## src/rtl/spanning_tree_count_mod_macros.svh

```systemverilog
// ---------------------------------------------------------------------------
// Assertion macros
// Shared concurrent assertion forms for the spanning tree counter.
// ---------------------------------------------------------------------------
`ifndef SPANNING_TREE_COUNT_MOD_MACROS_SVH
`define SPANNING_TREE_COUNT_MOD_MACROS_SVH

// Checked on every edge outside reset.
`define STC_ASSERT(lbl, prop, msg) \
  lbl: assert property (@(posedge clk) disable iff (!rst_n) prop) else $error(msg);

// Checked on every edge, reset included.
`define STC_ASSERT_ALWAYS(lbl, prop, msg) \
  lbl: assert property (@(posedge clk) prop) else $error(msg);

`endif

```

## src/rtl/stc_pkg.sv

```systemverilog
// ---------------------------------------------------------------------------
// stc_pkg
// Types, codes and sizes shared by the spanning tree counter modules.
// ---------------------------------------------------------------------------
package stc_pkg;

  localparam int MAX_NODES = 64;
  localparam int IDX_W     = $clog2(MAX_NODES);
  localparam int CNT_W     = IDX_W + 1;
  localparam int ADDR_W    = 2 * IDX_W;
  localparam int DEPTH     = MAX_NODES * MAX_NODES;
  localparam int DATA_W    = 30;
  localparam int PROD_W    = 2 * DATA_W;
  localparam int NC_W      = 7;
  localparam int EP_W      = 6;
  localparam int CFG_IDX_W = 1;

  localparam logic [CFG_IDX_W-1:0] CFG_NODE_COUNT = 1'd0;
  localparam logic [CFG_IDX_W-1:0] CFG_MODULUS    = 1'd1;

  localparam logic [NC_W-1:0]   NODE_COUNT_RST = 7'd1;
  localparam logic [DATA_W-1:0] MODULUS_RST    = 30'd1000000000;

  // Memory write data selection.
  localparam logic [2:0] WS_ZERO = 3'd0;
  localparam logic [2:0] WS_BUMP = 3'd1;
  localparam logic [2:0] WS_Y    = 3'd2;
  localparam logic [2:0] WS_V    = 3'd3;
  localparam logic [2:0] WS_REM  = 3'd4;

  // Divider operand selection.
  localparam logic [1:0] DOP_RED = 2'd0;
  localparam logic [1:0] DOP_QUO = 2'd1;
  localparam logic [1:0] DOP_MUL = 2'd2;

  // Running product updates.
  localparam logic [1:0] RES_HOLD = 2'd0;
  localparam logic [1:0] RES_INIT = 2'd1;
  localparam logic [1:0] RES_NEG  = 2'd2;
  localparam logic [1:0] RES_LD   = 2'd3;

  typedef struct packed {
    logic [ADDR_W-1:0] addr;
    logic              we;
    logic [2:0]        wsel;
    logic              ld_x;
    logic              ld_y;
    logic              ld_t;
    logic              ld_p;
    logic              mul_sel;
    logic              div_start;
    logic [1:0]        div_op;
    logic              up;
    logic [1:0]        res_op;
    logic              ld_out;
  } stc_cmd_t;

  typedef struct packed {
    logic div_done;
    logic y_zero;
  } stc_stat_t;

  function automatic logic [ADDR_W-1:0] cell_addr(input logic [IDX_W-1:0] row,
                                                  input logic [IDX_W-1:0] col);
    cell_addr = {row, col};
  endfunction

endpackage

```

## src/rtl/stc_ctrl.sv

```systemverilog
// ---------------------------------------------------------------------------
// stc_ctrl
// Sequencer for edge loading, elimination, result hand-off and clearing.
// ---------------------------------------------------------------------------
module stc_ctrl (
  input  logic                      clk,
  input  logic                      rst_n,
  input  logic                      in_valid,
  output logic                      in_ready,
  input  logic                      in_mode,
  input  logic [stc_pkg::EP_W-1:0]  in_endpoint_a,
  input  logic [stc_pkg::EP_W-1:0]  in_endpoint_b,
  output logic                      out_valid,
  input  logic                      out_ready,
  input  logic [stc_pkg::CNT_W-1:0] n_eff,
  input  stc_pkg::stc_stat_t        stat,
  output stc_pkg::stc_cmd_t         cmd
);

  localparam int IW = stc_pkg::IDX_W;

  localparam logic [5:0] S_CLR   = 6'd0;
  localparam logic [5:0] S_IDLE  = 6'd1;
  localparam logic [5:0] S_B_RD  = 6'd2;
  localparam logic [5:0] S_B_LD  = 6'd3;
  localparam logic [5:0] S_B_DIV = 6'd4;
  localparam logic [5:0] S_B_WT  = 6'd5;
  localparam logic [5:0] S_B_WR  = 6'd6;
  localparam logic [5:0] S_N_RD  = 6'd7;
  localparam logic [5:0] S_N_LD  = 6'd8;
  localparam logic [5:0] S_N_DIV = 6'd9;
  localparam logic [5:0] S_N_WT  = 6'd10;
  localparam logic [5:0] S_N_WR  = 6'd11;
  localparam logic [5:0] S_E_COL = 6'd12;
  localparam logic [5:0] S_E_RDJ = 6'd13;
  localparam logic [5:0] S_E_LDJ = 6'd14;
  localparam logic [5:0] S_E_CHK = 6'd15;
  localparam logic [5:0] S_E_RDI = 6'd16;
  localparam logic [5:0] S_E_LDI = 6'd17;
  localparam logic [5:0] S_E_DIV = 6'd18;
  localparam logic [5:0] S_E_WT  = 6'd19;
  localparam logic [5:0] S_K_RDI = 6'd20;
  localparam logic [5:0] S_K_LDI = 6'd21;
  localparam logic [5:0] S_K_RDJ = 6'd22;
  localparam logic [5:0] S_K_LDJ = 6'd23;
  localparam logic [5:0] S_K_MUL = 6'd24;
  localparam logic [5:0] S_K_DIV = 6'd25;
  localparam logic [5:0] S_K_WT  = 6'd26;
  localparam logic [5:0] S_K_WRI = 6'd27;
  localparam logic [5:0] S_K_WRJ = 6'd28;
  localparam logic [5:0] S_P_RD  = 6'd29;
  localparam logic [5:0] S_P_LD  = 6'd30;
  localparam logic [5:0] S_P_MUL = 6'd31;
  localparam logic [5:0] S_P_DIV = 6'd32;
  localparam logic [5:0] S_P_WT  = 6'd33;
  localparam logic [5:0] S_DONE  = 6'd34;

  logic [5:0]                state_r, state_nxt;
  logic [IW-1:0]             i_r, i_nxt, j_r, j_nxt, k_r, k_nxt;
  logic [IW-1:0]             a_r, a_nxt, b_r, b_nxt;
  logic [1:0]                q_r, q_nxt;
  logic [stc_pkg::ADDR_W-1:0] clr_r, clr_nxt;
  logic                      ov_r, ov_nxt;
  logic [IW-1:0]             dim, dim_m1;
  logic                      edge_ok;
  logic [stc_pkg::ADDR_W-1:0] bump_addr;

  assign dim    = (n_eff == '0) ? '0 : IW'(n_eff - 1'b1);
  assign dim_m1 = dim - 1'b1;
  assign edge_ok = (int'(in_endpoint_a) < int'(n_eff)) &&
                   (int'(in_endpoint_b) < int'(n_eff)) &&
                   (in_endpoint_a != in_endpoint_b);

  always_comb begin
    case (q_r)
      2'd0:    bump_addr = stc_pkg::cell_addr(a_r, a_r);
      2'd1:    bump_addr = stc_pkg::cell_addr(b_r, b_r);
      2'd2:    bump_addr = stc_pkg::cell_addr(a_r, b_r);
      default: bump_addr = stc_pkg::cell_addr(b_r, a_r);
    endcase
  end

  always_comb begin
    state_nxt = state_r;
    i_nxt = i_r;
    j_nxt = j_r;
    k_nxt = k_r;
    a_nxt = a_r;
    b_nxt = b_r;
    q_nxt = q_r;
    clr_nxt = clr_r;
    ov_nxt = ov_r;
    cmd = '0;
    cmd.wsel = stc_pkg::WS_ZERO;
    cmd.div_op = stc_pkg::DOP_RED;
    cmd.res_op = stc_pkg::RES_HOLD;
    if (ov_r && out_ready) begin
      ov_nxt = 1'b0;
    end
    case (state_r)
      S_CLR: begin
        cmd.addr = clr_r;
        cmd.we = 1'b1;
        clr_nxt = clr_r + 1'b1;
        if (clr_r == '1) state_nxt = S_IDLE;
      end
      S_IDLE: begin
        if (in_valid) begin
          a_nxt = IW'(in_endpoint_a);
          b_nxt = IW'(in_endpoint_b);
          q_nxt = '0;
          i_nxt = '0;
          j_nxt = IW'(1);
          k_nxt = '0;
          if (in_mode) begin
            cmd.res_op = stc_pkg::RES_INIT;
            state_nxt = (dim == '0) ? S_DONE : S_N_RD;
          end else if (edge_ok) begin
            state_nxt = S_B_RD;
          end
        end
      end
      S_B_RD: begin
        cmd.addr = bump_addr;
        state_nxt = S_B_LD;
      end
      S_B_LD: begin
        cmd.ld_x = 1'b1;
        state_nxt = S_B_DIV;
      end
      S_B_DIV: begin
        cmd.div_start = 1'b1;
        state_nxt = S_B_WT;
      end
      S_B_WT: begin
        if (stat.div_done) state_nxt = S_B_WR;
      end
      S_B_WR: begin
        cmd.addr = bump_addr;
        cmd.we = 1'b1;
        cmd.wsel = stc_pkg::WS_BUMP;
        cmd.up = ~q_r[1];
        q_nxt = q_r + 1'b1;
        state_nxt = (q_r == 2'd3) ? S_IDLE : S_B_RD;
      end
      S_N_RD: begin
        cmd.addr = stc_pkg::cell_addr(i_r, k_r);
        state_nxt = S_N_LD;
      end
      S_N_LD: begin
        cmd.ld_x = 1'b1;
        state_nxt = S_N_DIV;
      end
      S_N_DIV: begin
        cmd.div_start = 1'b1;
        state_nxt = S_N_WT;
      end
      S_N_WT: begin
        if (stat.div_done) state_nxt = S_N_WR;
      end
      S_N_WR: begin
        cmd.addr = stc_pkg::cell_addr(i_r, k_r);
        cmd.we = 1'b1;
        cmd.wsel = stc_pkg::WS_REM;
        state_nxt = S_N_RD;
        if (k_r == dim_m1) begin
          k_nxt = '0;
          if (i_r == dim_m1) begin
            i_nxt = '0;
            state_nxt = S_E_COL;
          end else begin
            i_nxt = i_r + 1'b1;
          end
        end else begin
          k_nxt = k_r + 1'b1;
        end
      end
      S_E_COL: begin
        state_nxt = (j_r < dim) ? S_E_RDJ : S_P_RD;
      end
      S_E_RDJ: begin
        cmd.addr = stc_pkg::cell_addr(j_r, i_r);
        state_nxt = S_E_LDJ;
      end
      S_E_LDJ: begin
        cmd.ld_y = 1'b1;
        state_nxt = S_E_CHK;
      end
      S_E_CHK: begin
        if (stat.y_zero) begin
          j_nxt = j_r + 1'b1;
          state_nxt = S_E_COL;
        end else begin
          state_nxt = S_E_RDI;
        end
      end
      S_E_RDI: begin
        cmd.addr = stc_pkg::cell_addr(i_r, i_r);
        state_nxt = S_E_LDI;
      end
      S_E_LDI: begin
        cmd.ld_x = 1'b1;
        state_nxt = S_E_DIV;
      end
      S_E_DIV: begin
        cmd.div_start = 1'b1;
        cmd.div_op = stc_pkg::DOP_QUO;
        state_nxt = S_E_WT;
      end
      S_E_WT: begin
        cmd.div_op = stc_pkg::DOP_QUO;
        if (stat.div_done) begin
          cmd.ld_t = 1'b1;
          k_nxt = i_r;
          state_nxt = S_K_RDI;
        end
      end
      S_K_RDI: begin
        cmd.addr = stc_pkg::cell_addr(i_r, k_r);
        state_nxt = S_K_LDI;
      end
      S_K_LDI: begin
        cmd.ld_x = 1'b1;
        state_nxt = S_K_RDJ;
      end
      S_K_RDJ: begin
        cmd.addr = stc_pkg::cell_addr(j_r, k_r);
        state_nxt = S_K_LDJ;
      end
      S_K_LDJ: begin
        cmd.ld_y = 1'b1;
        state_nxt = S_K_MUL;
      end
      S_K_MUL: begin
        cmd.ld_p = 1'b1;
        state_nxt = S_K_DIV;
      end
      S_K_DIV: begin
        cmd.div_start = 1'b1;
        cmd.div_op = stc_pkg::DOP_MUL;
        state_nxt = S_K_WT;
      end
      S_K_WT: begin
        cmd.div_op = stc_pkg::DOP_MUL;
        if (stat.div_done) state_nxt = S_K_WRI;
      end
      S_K_WRI: begin
        cmd.addr = stc_pkg::cell_addr(i_r, k_r);
        cmd.we = 1'b1;
        cmd.wsel = stc_pkg::WS_Y;
        state_nxt = S_K_WRJ;
      end
      S_K_WRJ: begin
        cmd.addr = stc_pkg::cell_addr(j_r, k_r);
        cmd.we = 1'b1;
        cmd.wsel = stc_pkg::WS_V;
        if (k_r == dim_m1) begin
          cmd.res_op = stc_pkg::RES_NEG;
          state_nxt = S_E_RDJ;
        end else begin
          k_nxt = k_r + 1'b1;
          state_nxt = S_K_RDI;
        end
      end
      S_P_RD: begin
        cmd.addr = stc_pkg::cell_addr(i_r, i_r);
        state_nxt = S_P_LD;
      end
      S_P_LD: begin
        cmd.ld_x = 1'b1;
        state_nxt = S_P_MUL;
      end
      S_P_MUL: begin
        cmd.ld_p = 1'b1;
        cmd.mul_sel = 1'b1;
        state_nxt = S_P_DIV;
      end
      S_P_DIV: begin
        cmd.div_start = 1'b1;
        cmd.div_op = stc_pkg::DOP_MUL;
        state_nxt = S_P_WT;
      end
      S_P_WT: begin
        cmd.div_op = stc_pkg::DOP_MUL;
        if (stat.div_done) begin
          cmd.res_op = stc_pkg::RES_LD;
          if (i_r == dim_m1) begin
            state_nxt = S_DONE;
          end else begin
            i_nxt = i_r + 1'b1;
            j_nxt = i_r + IW'(2);
            state_nxt = S_E_COL;
          end
        end
      end
      S_DONE: begin
        if (!ov_r || out_ready) begin
          cmd.ld_out = 1'b1;
          ov_nxt = 1'b1;
          clr_nxt = '0;
          state_nxt = S_CLR;
        end
      end
      default: state_nxt = S_CLR;
    endcase
  end

  always_ff @(posedge clk) begin
    if (!rst_n) begin
      state_r <= S_CLR;
      clr_r   <= '0;
      ov_r    <= 1'b0;
      q_r     <= '0;
      i_r     <= '0;
      j_r     <= '0;
      k_r     <= '0;
    end else begin
      state_r <= state_nxt;
      clr_r   <= clr_nxt;
      ov_r    <= ov_nxt;
      q_r     <= q_nxt;
      i_r     <= i_nxt;
      j_r     <= j_nxt;
      k_r     <= k_nxt;
    end
  end

  always_ff @(posedge clk) begin
    a_r <= a_nxt;
    b_r <= b_nxt;
  end

  assign in_ready  = (state_r == S_IDLE);
  assign out_valid = ov_r;

endmodule

```

## config.mk

```make
export PLATFORM = sky130hd
export DESIGN_NAME = stc_ctrl
export DESIGN_NICKNAME = d
export VERILOG_FILES = /design/src/rtl/spanning_tree_count_mod_macros.svh /design/src/rtl/stc_pkg.sv /design/src/rtl/stc_ctrl.sv
export SDC_FILE = /design/constraint.sdc
export NUM_CORES = 1
export LEC_CHECK = 0
export ABC_AREA = 1
export BUFFER_PORTS_ARGS = -buffer_cell sky130_fd_sc_hd__buf_2
export CORE_MARGIN = 5
export CORE_UTILIZATION = 38
export DETAILED_ROUTE_END_ITERATION = 6
export RECOVER_POWER = 25
export SLEW_MARGIN = 40
export SYNTH_ARGS = -nofsm -noshare
export SYNTH_HDL_FRONTEND = slang
export SYNTH_SLANG_ARGS = --single-unit
```

## constraint.sdc

```tcl
create_clock -name clk -period 2.5 [get_ports clk]
set_input_delay 0.25 -clock clk [delete_from_list [all_inputs] [get_ports clk]]
set_output_delay 0.25 -clock clk [all_outputs]
set_load 0.03 [all_outputs]
```

# Word-level counts from Yosys, hierarchy flattened
# Cells that the tools add are included.
# W data, S select, Z words.
totals:
  output_inout_bits: 30
  inputBits: 26
  ff_bits: 51
classes:
  n_reduce_logical: 32
  eq_ne: 54
  add_sub_neg: 8
  muxes: 62
  n_bitwise: 1
  order_cmp: 3
op_table:
  columns: ["operator", "n"]
  rows:
  - ["$pmux W6 S35", 1]
  - ["$mux W6", 25]
  - ["$eq A6 B5 Y1 const B", 16]
  - ["$pmux W12 S6", 1]
  - ["$eq A6 B4 Y1 const B", 8]
  - ["$pmux W12 S3", 1]
  - ["$pmux W6 S3", 2]
  - ["$eq A6 B3 Y1 const B", 4]
  - ["$ne A2 B2 Y1 const B", 12]
  - ["$pmux W12 S2", 1]
  - ["$pmux W6 S4", 1]
  - ["$add A6 B1 Y6 const B", 3]
  - ["$eq A6 B6 Y1 const B", 3]
  - ["$mux W1", 16]
  - ["$mux W5", 3]
  - ["$reduce_or A5 Y1", 3]
  - ["$lt A6 B7 Y1", 2]
  - ["$add A12 B1 Y12 const B", 1]
  - ["$eq A12 B12 Y1 const B", 1]
  - ["$eq A6 B2 Y1 const B", 2]
  - ["$eq A6 B6 Y1", 2]
  - ["$logic_not A6 Y1", 2]
  - ["$mux W12", 1]
  - ["$pmux W3 S4", 1]
  - ["other kinds (28)", 48]

# Longest topological paths before layout
# Gate-level depths: netlist (run 1).
depth:
  ltp_word: 7
  ltp_mapped: 22

# Least setup slack after synthesis (run 1)
# Ideal clock, no wire load.
synth_path:
  path_type: "register to output"
  from: "reg state_r[4]"
  to: "out cmd[1] (netlist bit)"
  arrival_ns: 2.368
  n_path_buf: 1
  path_stages_with_launch: 9
  slack_ns: -0.118
  t_required_ns: 2.250
  cell_sequence: "dfxtp_1 > buf_2 > nor2_4 > inv_2 > nor2_2 > inv_1 > nor2_1 > nand2_1 > o21ai_0"
synth_lines:
  columns: ["item", "line", "rtl"]
  rows:
  - ["start, declared", "stc_ctrl.sv:58", "logic [5:0] state_r, state_nxt;"]
  - ["start signal, assigned", "stc_ctrl.sv:318", "state_r <= state_nxt;"]
  - ["end, declared", "stc_ctrl.sv:17", "output stc_pkg::stc_cmd_t cmd"]

==> impl_metrics.csv, run 1 <==
group,metric,value,unit
run_status,status,"finished, final reports clean",
critical_path,critPathMaxFanout,7,
worst_hold_path,min-delay-start,"in_endpoint_a[4]",
critical_path,reg2reg_to,"state_r[2]",
clocking,clock-sinks,51,
final_layout,num_antenna_cells,0,
floorplan,initial_utilization,39.1,%
clocking,insertion_delay,0.30,ns
logic_synthesis,synth.distinct_cells,55,
critical_path,slowest_delay,0.37,ns
run,maxCapViolCount,0,
critical_path,crit_chain,"inv_1, nor2_4, inv_1, nor2_2, nand2_1, nand2_1, inv_1, o22ai_1, a21oi_1, o21ai_1, buf_2",
global_route,use_met1,29.0,%
timing,max_freq,404,MHz
global_route,overflow,0,
placement,gp_congestion,0.974,
critical_path,r2r-start,"state_r[5]",
floorplan,io-pin-count,56,
critical_path,r2r_slack,0.24,ns
floorplan,rows,41,
clocking,clk_pin_slew,0.08,ns
global_route,globalRouteTotalUtil,21.5,%
timing,finalHoldViolCount,0,
logic_synthesis,async_reset_ff_share,0,%
clocking,cts_buffers,5,
critical_path,endpoint_kind,"primary output",
final_layout,final_util,47.8,%
floorplan,die_x,124,µm
detailed_routing,viasPerCell,5.35,
power,power.density,509,nW/µm²
global_route,grt_pass1_vias,5306,
critical_path,crit_buf_inv,4,
final_layout,final_nets,932,
critical_path,worst_r2r_path_depth,13,
detailed_routing,postRouteAntennaNets,0,
global_route,antenna_found_initial,0,
logic_synthesis,synth_seq_area_share,22.9,%
floorplan,die_y,124,µm
logic_synthesis,synth-edff-count,12,
logic_synthesis,synth_ff_type,"dfxtp_1",
final_layout,drive_gt1_share,22.1,%
global_route,grt_use_met3,2.83,%
critical_path,crit_family,"simple AND/OR/NAND/NOR gates",
clocking,clockBufferDepth,2,
placement,dp_hpwl,13.9,mm
power,power.leakage,2.87,nW
timing,final.setup.worst_slack,0.0270,ns
timing,setup_viol,0,
logic_synthesis,ys_ff_latch,51,
critical_path,crit_path_frequent_cell,"inv_1",
timing,whs,0.240,ns
timing,slew_viol_final,0,
timing,fin_skew,0.00828,ns
global_route,use_met2,35.7,%
clocking,h-tree-depth,2,
placement,port_buffers,55,
floorplan,core_area,12700,µm²
final_layout,final_cell_area,6090,µm²
logic_synthesis,yosys.area.top_type_share,15.7,%
critical_path,cp_slowest_cell,"dfxtp_1",
critical_path,worstPathArrival,2.22,ns
detailed_routing,first_pass_iters,6,
timing,relSlewSlack,57.3,%
logic_synthesis,yosys-top-cells-count,"186 x nand2_1, 99 x inv_1, 86 x nand3_1",
detailed_routing,vias,5620,
placement,pre_cts_ws,-0.200,ns
floorplan,die_area,15500,µm²
global_route,grt_max_degree,24,
global_route,grt_pass1_wl,27.6,mm
logic_synthesis,syn_avg_cell_area,6.42,µm²
detailed_routing,wl,16.9,mm
logic_synthesis,netlist_area,4980,µm²
global_route,grt_busiest_layer,"met2",
logic_synthesis,yosys_warnings,0,
logic_synthesis,yosys.area.top_type,"dfxtp_1",
logic_synthesis,syn_nets,829,
timing,tightest_slew,0.632,ns
critical_path,cp.required,2.25,ns
timing,period_minus_slack,2.47,ns
detailed_routing,post-route-drc-count,0,
detailed_routing,dr.first_iter.drc_count,440,
critical_path,path_depth,11,
power,peakVddDrop,297,µV
worst_hold_path,worst_hold_path.endpoint,"a_r[4]",
logic_synthesis,synthTopCellsByArea,"dfxtp_1 16%, nand2_1 14%, nand3_1 8.6%, inv_1 7.5%, edfxtp_1 7.2%",
worst_hold_path,whs_path_depth,1,
logic_synthesis,yosysMostFrequentCell,"nand2_1",
critical_path,crit_type,"reg2out",
detailed_routing,wl_per_cell,16.1,µm
clocking,cts_root_buffer,"clkbuf_16",
final_layout,syn2layout_area_growth,22.3,%
timing,fin_crit_sh,98.9,%
clocking,cts_tree,"done",
worst_hold_path,hold_class,"in2reg",
critical_path,startpoint_type,"flop",
placement,place_area,5790,µm²
logic_synthesis,synth_cells,775,
timing,rsz0062_at_grt,"yes",
==> stage by stage <==
stage	power [mW]	setup TNS [ns]	std cells
global route	3.28	-0.134	1051
floorplan	1.88	0	775
detailed placement	2.34	-3.98	1039
finish	3.10	0	1051
CTS	3.08	0	1049
global placement	2.35	-2.69	1039
==> state kept, by name, summed over array words and instances (netlist names) <==
name,flops
clr_r,12
state_r,6
i_r,6
a_r,6
j_r,6
q_r,2
out_valid,1
b_r,6
k_r,6
==> worst max-delay path by stage <==
| stage | start | slack (ns) | end |
|---|---|---|---|
| after floorplan | n_eff[0] | 0.06 | i_r[1] |
| after global placement | n_eff[1] | -0.14 | i_r[1] |
| after detailed placement | n_eff[1] | -0.20 | i_r[1] |
| after CTS | state_r[2] | 0.0007 | cmd[26] |
| after global routing | state_r[1] | -0.05 | cmd[21] |
| final | state_r[1] | 0.03 | cmd[21] |
==> power by group <==
| part | total [mW] | switching [mW] | internal (mW) | leakage (nW) |
|---|---|---|---|---|
| logic | 1.36 | 0.903 | 0.461 | 2.37 |
| clock network | 0.729 | 0.346 | 0.383 | 0.0767 |
| registers | 1.00 | 0.0741 | 0.929 | 0.425 |
==> worst register-to-register path: stages (launching register included) <==
cell     delay, ns
dfxtp_1       0.49
nor2_2        0.13
buf_4         0.17
buf_4         0.15
nand3_1       0.14
nand2_1       0.07
inv_1         0.08
nand4_1       0.12
nor2_1        0.14
nand3_1       0.07
nor3b_1       0.30
nor2_2        0.12
o21ai_1       0.09
a21oi_1       0.07
==> cell usage in the layout (no fill, tap or decap), types with 13 or more instances in the layout <==
cell type	netlist	layout
nand2_1	186	180
inv_1	99	95
nand3_1	86	81
nor2_1	67	59
buf_4	0	54
a21oi_1	43	43
buf_2	2	40
dfxtp_1	39	34
o21ai_0	35	31
ha_1	28	25
nor2_2	14	18
xor2_1	17	17
nand2_2	10	15
nand4_1	13	13
clkbuf_1	8	13
==> metal layers <==
metal | share of wire, % | wire length (µm)
met1 | 45 | 7660
met2 | 47 | 7880
met3 | 5.7 | 965
met4 | 2.5 | 428
met5 | 0 | 0
==> area by class of cell <==
class,instances,area (µm²)
clock buffer,5,125
clock inverter,3,26.3
fill,1372,6640
inverter,109,417
multi-input combinational,603,3490
sequential,51,1150
tap,172,215
timing repair buffer,108,666
==> logic make-up after synthesis <==
group | synth area share, %
xor+xnor | 3.34
flops | 22.9
simple gates | 40.5
buf+inv | 9.38
compound gates | 16.8
fa+ha+maj | 7.04
==> repair_timing <==
item / 4_1_cts / 5_1_grt
endpoints found under the setup margin: 11 / 31
setup buffers: 2 / 2
pin swaps: 4 / 11
resized for setup: 12 / 34
hold buffers: 0 / 0
gates cloned: 0 / 0
Note: power is estimated with default switching activity, not from simulation.
==> run 2, diff against run 1 <==
Settings changed: CTS_BUF_LIST set to sky130_fd_sc_hd__clkbuf_4.
==> impl_metrics.csv, run 2 (synthesis results as in run 1) <==
group,metric,value,unit
run_status,status,"finished, final reports clean",
timing,max_freq,410,MHz
detailed_routing,viasPerCell,5.32,
detailed_routing,post-route-drc-count,0,
final_layout,finalNonFillerCells,1061,
run,maxCapViolCount,0,
global_route,antenna_found_initial,1,
critical_path,crit_path_frequent_cell,"inv_1",
detailed_routing,wl_per_cell,16.1,µm
critical_path,slowest_delay,0.41,ns
final_layout,top_register,"clr_r",
timing,fin_crit_sh,97.7,%
clocking,holdBufCountCts,0,
final_layout,final_cell_mix,"180 x nand2_1, 94 x inv_1, 82 x nand3_1",
critical_path,endpoint_kind,"primary output",
global_route,grt_max_degree,24,
clocking,clk_pin_slew,0.18,ns
floorplan,initial_utilization,39.1,%
critical_path,startpoint_type,"flop",
floorplan,core_area,12700,µm²
final_layout,num-fill-cells,1353,
floorplan,die_x,124,µm
timing,finalHoldViolCount,0,
timing,rsz0062_at_grt,"yes",
critical_path,r2r-start,"clr_r[1]",
power,power.density,458,nW/µm²
power,p_total,2.83,mW
critical_path,reg2reg_to,"state_r[2]",
critical_path,r2r_slack,0.28,ns
placement,gp_congestion,0.974,
timing,fin_skew,0.0267,ns
final_layout,drive_gt1_share,24.5,%
placement,dp_hpwl,13.9,mm
placement,port_buffers,55,
critical_path,worstPathArrival,2.19,ns
timing,tightest_slew,0.656,ns
critical_path,cp_slowest_cell,"dfxtp_2",
floorplan,die_area,15500,µm²
floorplan,rows,41,
critical_path,crit_chain,"inv_1, nor2_4, inv_1, nor2_4, nand2_1, nand2_1, inv_1, o22ai_2, a21oi_1, o21ai_1, buf_4",
detailed_routing,postRouteAntennaNets,0,
critical_path,endpoint,"cmd[21]",
critical_path,startpoint,"state_r[1]",
clocking,cts_tree,"done",
final_layout,largest_reg_flops,12,
power,power.leakage,2.88,nW
timing,fin_setup_tns,0,ns
timing,relSlewSlack,55.7,%
critical_path,worst_r2r_path_depth,8,
critical_path,critPathMaxFanout,5,
critical_path,cp.required,2.25,ns
clocking,clockBufferDepth,2,
detailed_routing,vias,5640,
timing,slew_viol_final,0,
placement,pre_cts_ws,-0.200,ns
timing,final.setup.worst_slack,0.0586,ns
power,peakVddDrop,242,µV
detailed_routing,wl,17.1,mm
global_route,globalRouteTotalUtil,21.5,%
worst_hold_path,min-delay-start,"in_endpoint_a[4]",
clocking,cts_buffers,5,
clocking,cts_root_buffer,"clkbuf_4",
clocking,clock-sinks,51,
floorplan,die_y,124,µm
detailed_routing,dr.first_iter.drc_count,524,
floorplan,io-pin-count,56,
detailed_routing,first_pass_iters,5,
timing,setup_viol,0,
final_layout,final_nets,941,
placement,dp.cells,1039,
global_route,grt_pass1_vias,5291,
timing,period_minus_slack,2.44,ns
critical_path,crit_type,"reg2out",
global_route,overflow,0,
worst_hold_path,hold_class,"in2reg",
final_layout,final_common_cell,"nand2_1",
final_layout,syn2layout_area_growth,24.1,%
global_route,grt_pass1_wl,27.6,mm
clocking,insertion_delay,0.42,ns
clocking,h-tree-depth,2,
-- run 2: changes by cell type in the layout (fill, tap and decap cells not counted), sizes merged --
cell,change
clkinvlp,+1
diode,+1
buf,+9
clkinv,-1
-- run 2: worst max-delay path: cells and delay by family, from the launching register on --
family,cells,cell delay (ns)
buffers and inverters,4,0.50
AND/OR/NAND/NOR,4,0.47
flip-flops,1,0.41
AO/OA/AOI/OAI,3,0.39
-- run 2: worst min path at each step --
stage / slack (ns) / cells past startpoint / endpoint
after floorplan: 0.35 / 2 / state_r[4]
after global placement: 0.46 / 2 / clr_r[11]
after detailed placement: 0.46 / 2 / clr_r[11]
after CTS: 0.04 / 1 / a_r[2]
after global routing: 0.09 / 1 / a_r[4]
final: 0.12 / 1 / a_r[4]
-- run 2: cell type report --
type	count	area [µm²]	area share [%]
clock buffers	5	37.5	0.608
multi-input cells	603	3570	57.8
well taps	172	215	3.49
inverters	109	418	6.77
repair buffers	117	743	12.0
flip-flops and latches	51	1160	18.8
clock inverters	3	26.3	0.426
diodes	1	2.50	0.0405
-- run 2: routing by layer --
layer,global-route usage (%),routed length [µm]
met1,28.8,7760
met2,35.4,7990
met3,3.39,944
met4,7.09,431
met5,0,0
-- run 2: power by group --
| group | leakage [nW] | total, mW | switching, mW | internal (mW) |
|---|---|---|---|---|
| clock network | 0.0381 | 0.440 | 0.319 | 0.122 |
| logic | 2.42 | 1.38 | 0.906 | 0.470 |
| registers | 0.428 | 1.01 | 0.0789 | 0.930 |
-- run 2: metrics by stage --
step / util (%) / instance area (µm²) / hold WS, ns
final: 48.5 / 6170 / 0.122
after global routing: 48.5 / 6170 / 0.0948
after CTS: 47.0 / 5980 / 0.0415
after detailed placement: 45.5 / 5790 / 0.463
after global placement: 45.5 / 5790 / 0.459
after floorplan: - / 4990 / 0.348
-- run 2: timing repair --
| item | in CTS | in global routing |
|---|---|---|
| gates resized for setup | 32 | 45 |
| buffers inserted | 4 | 9 |
| endpoints found under the setup margin | 14 | 19 |
| pin swaps | 5 | 12 |
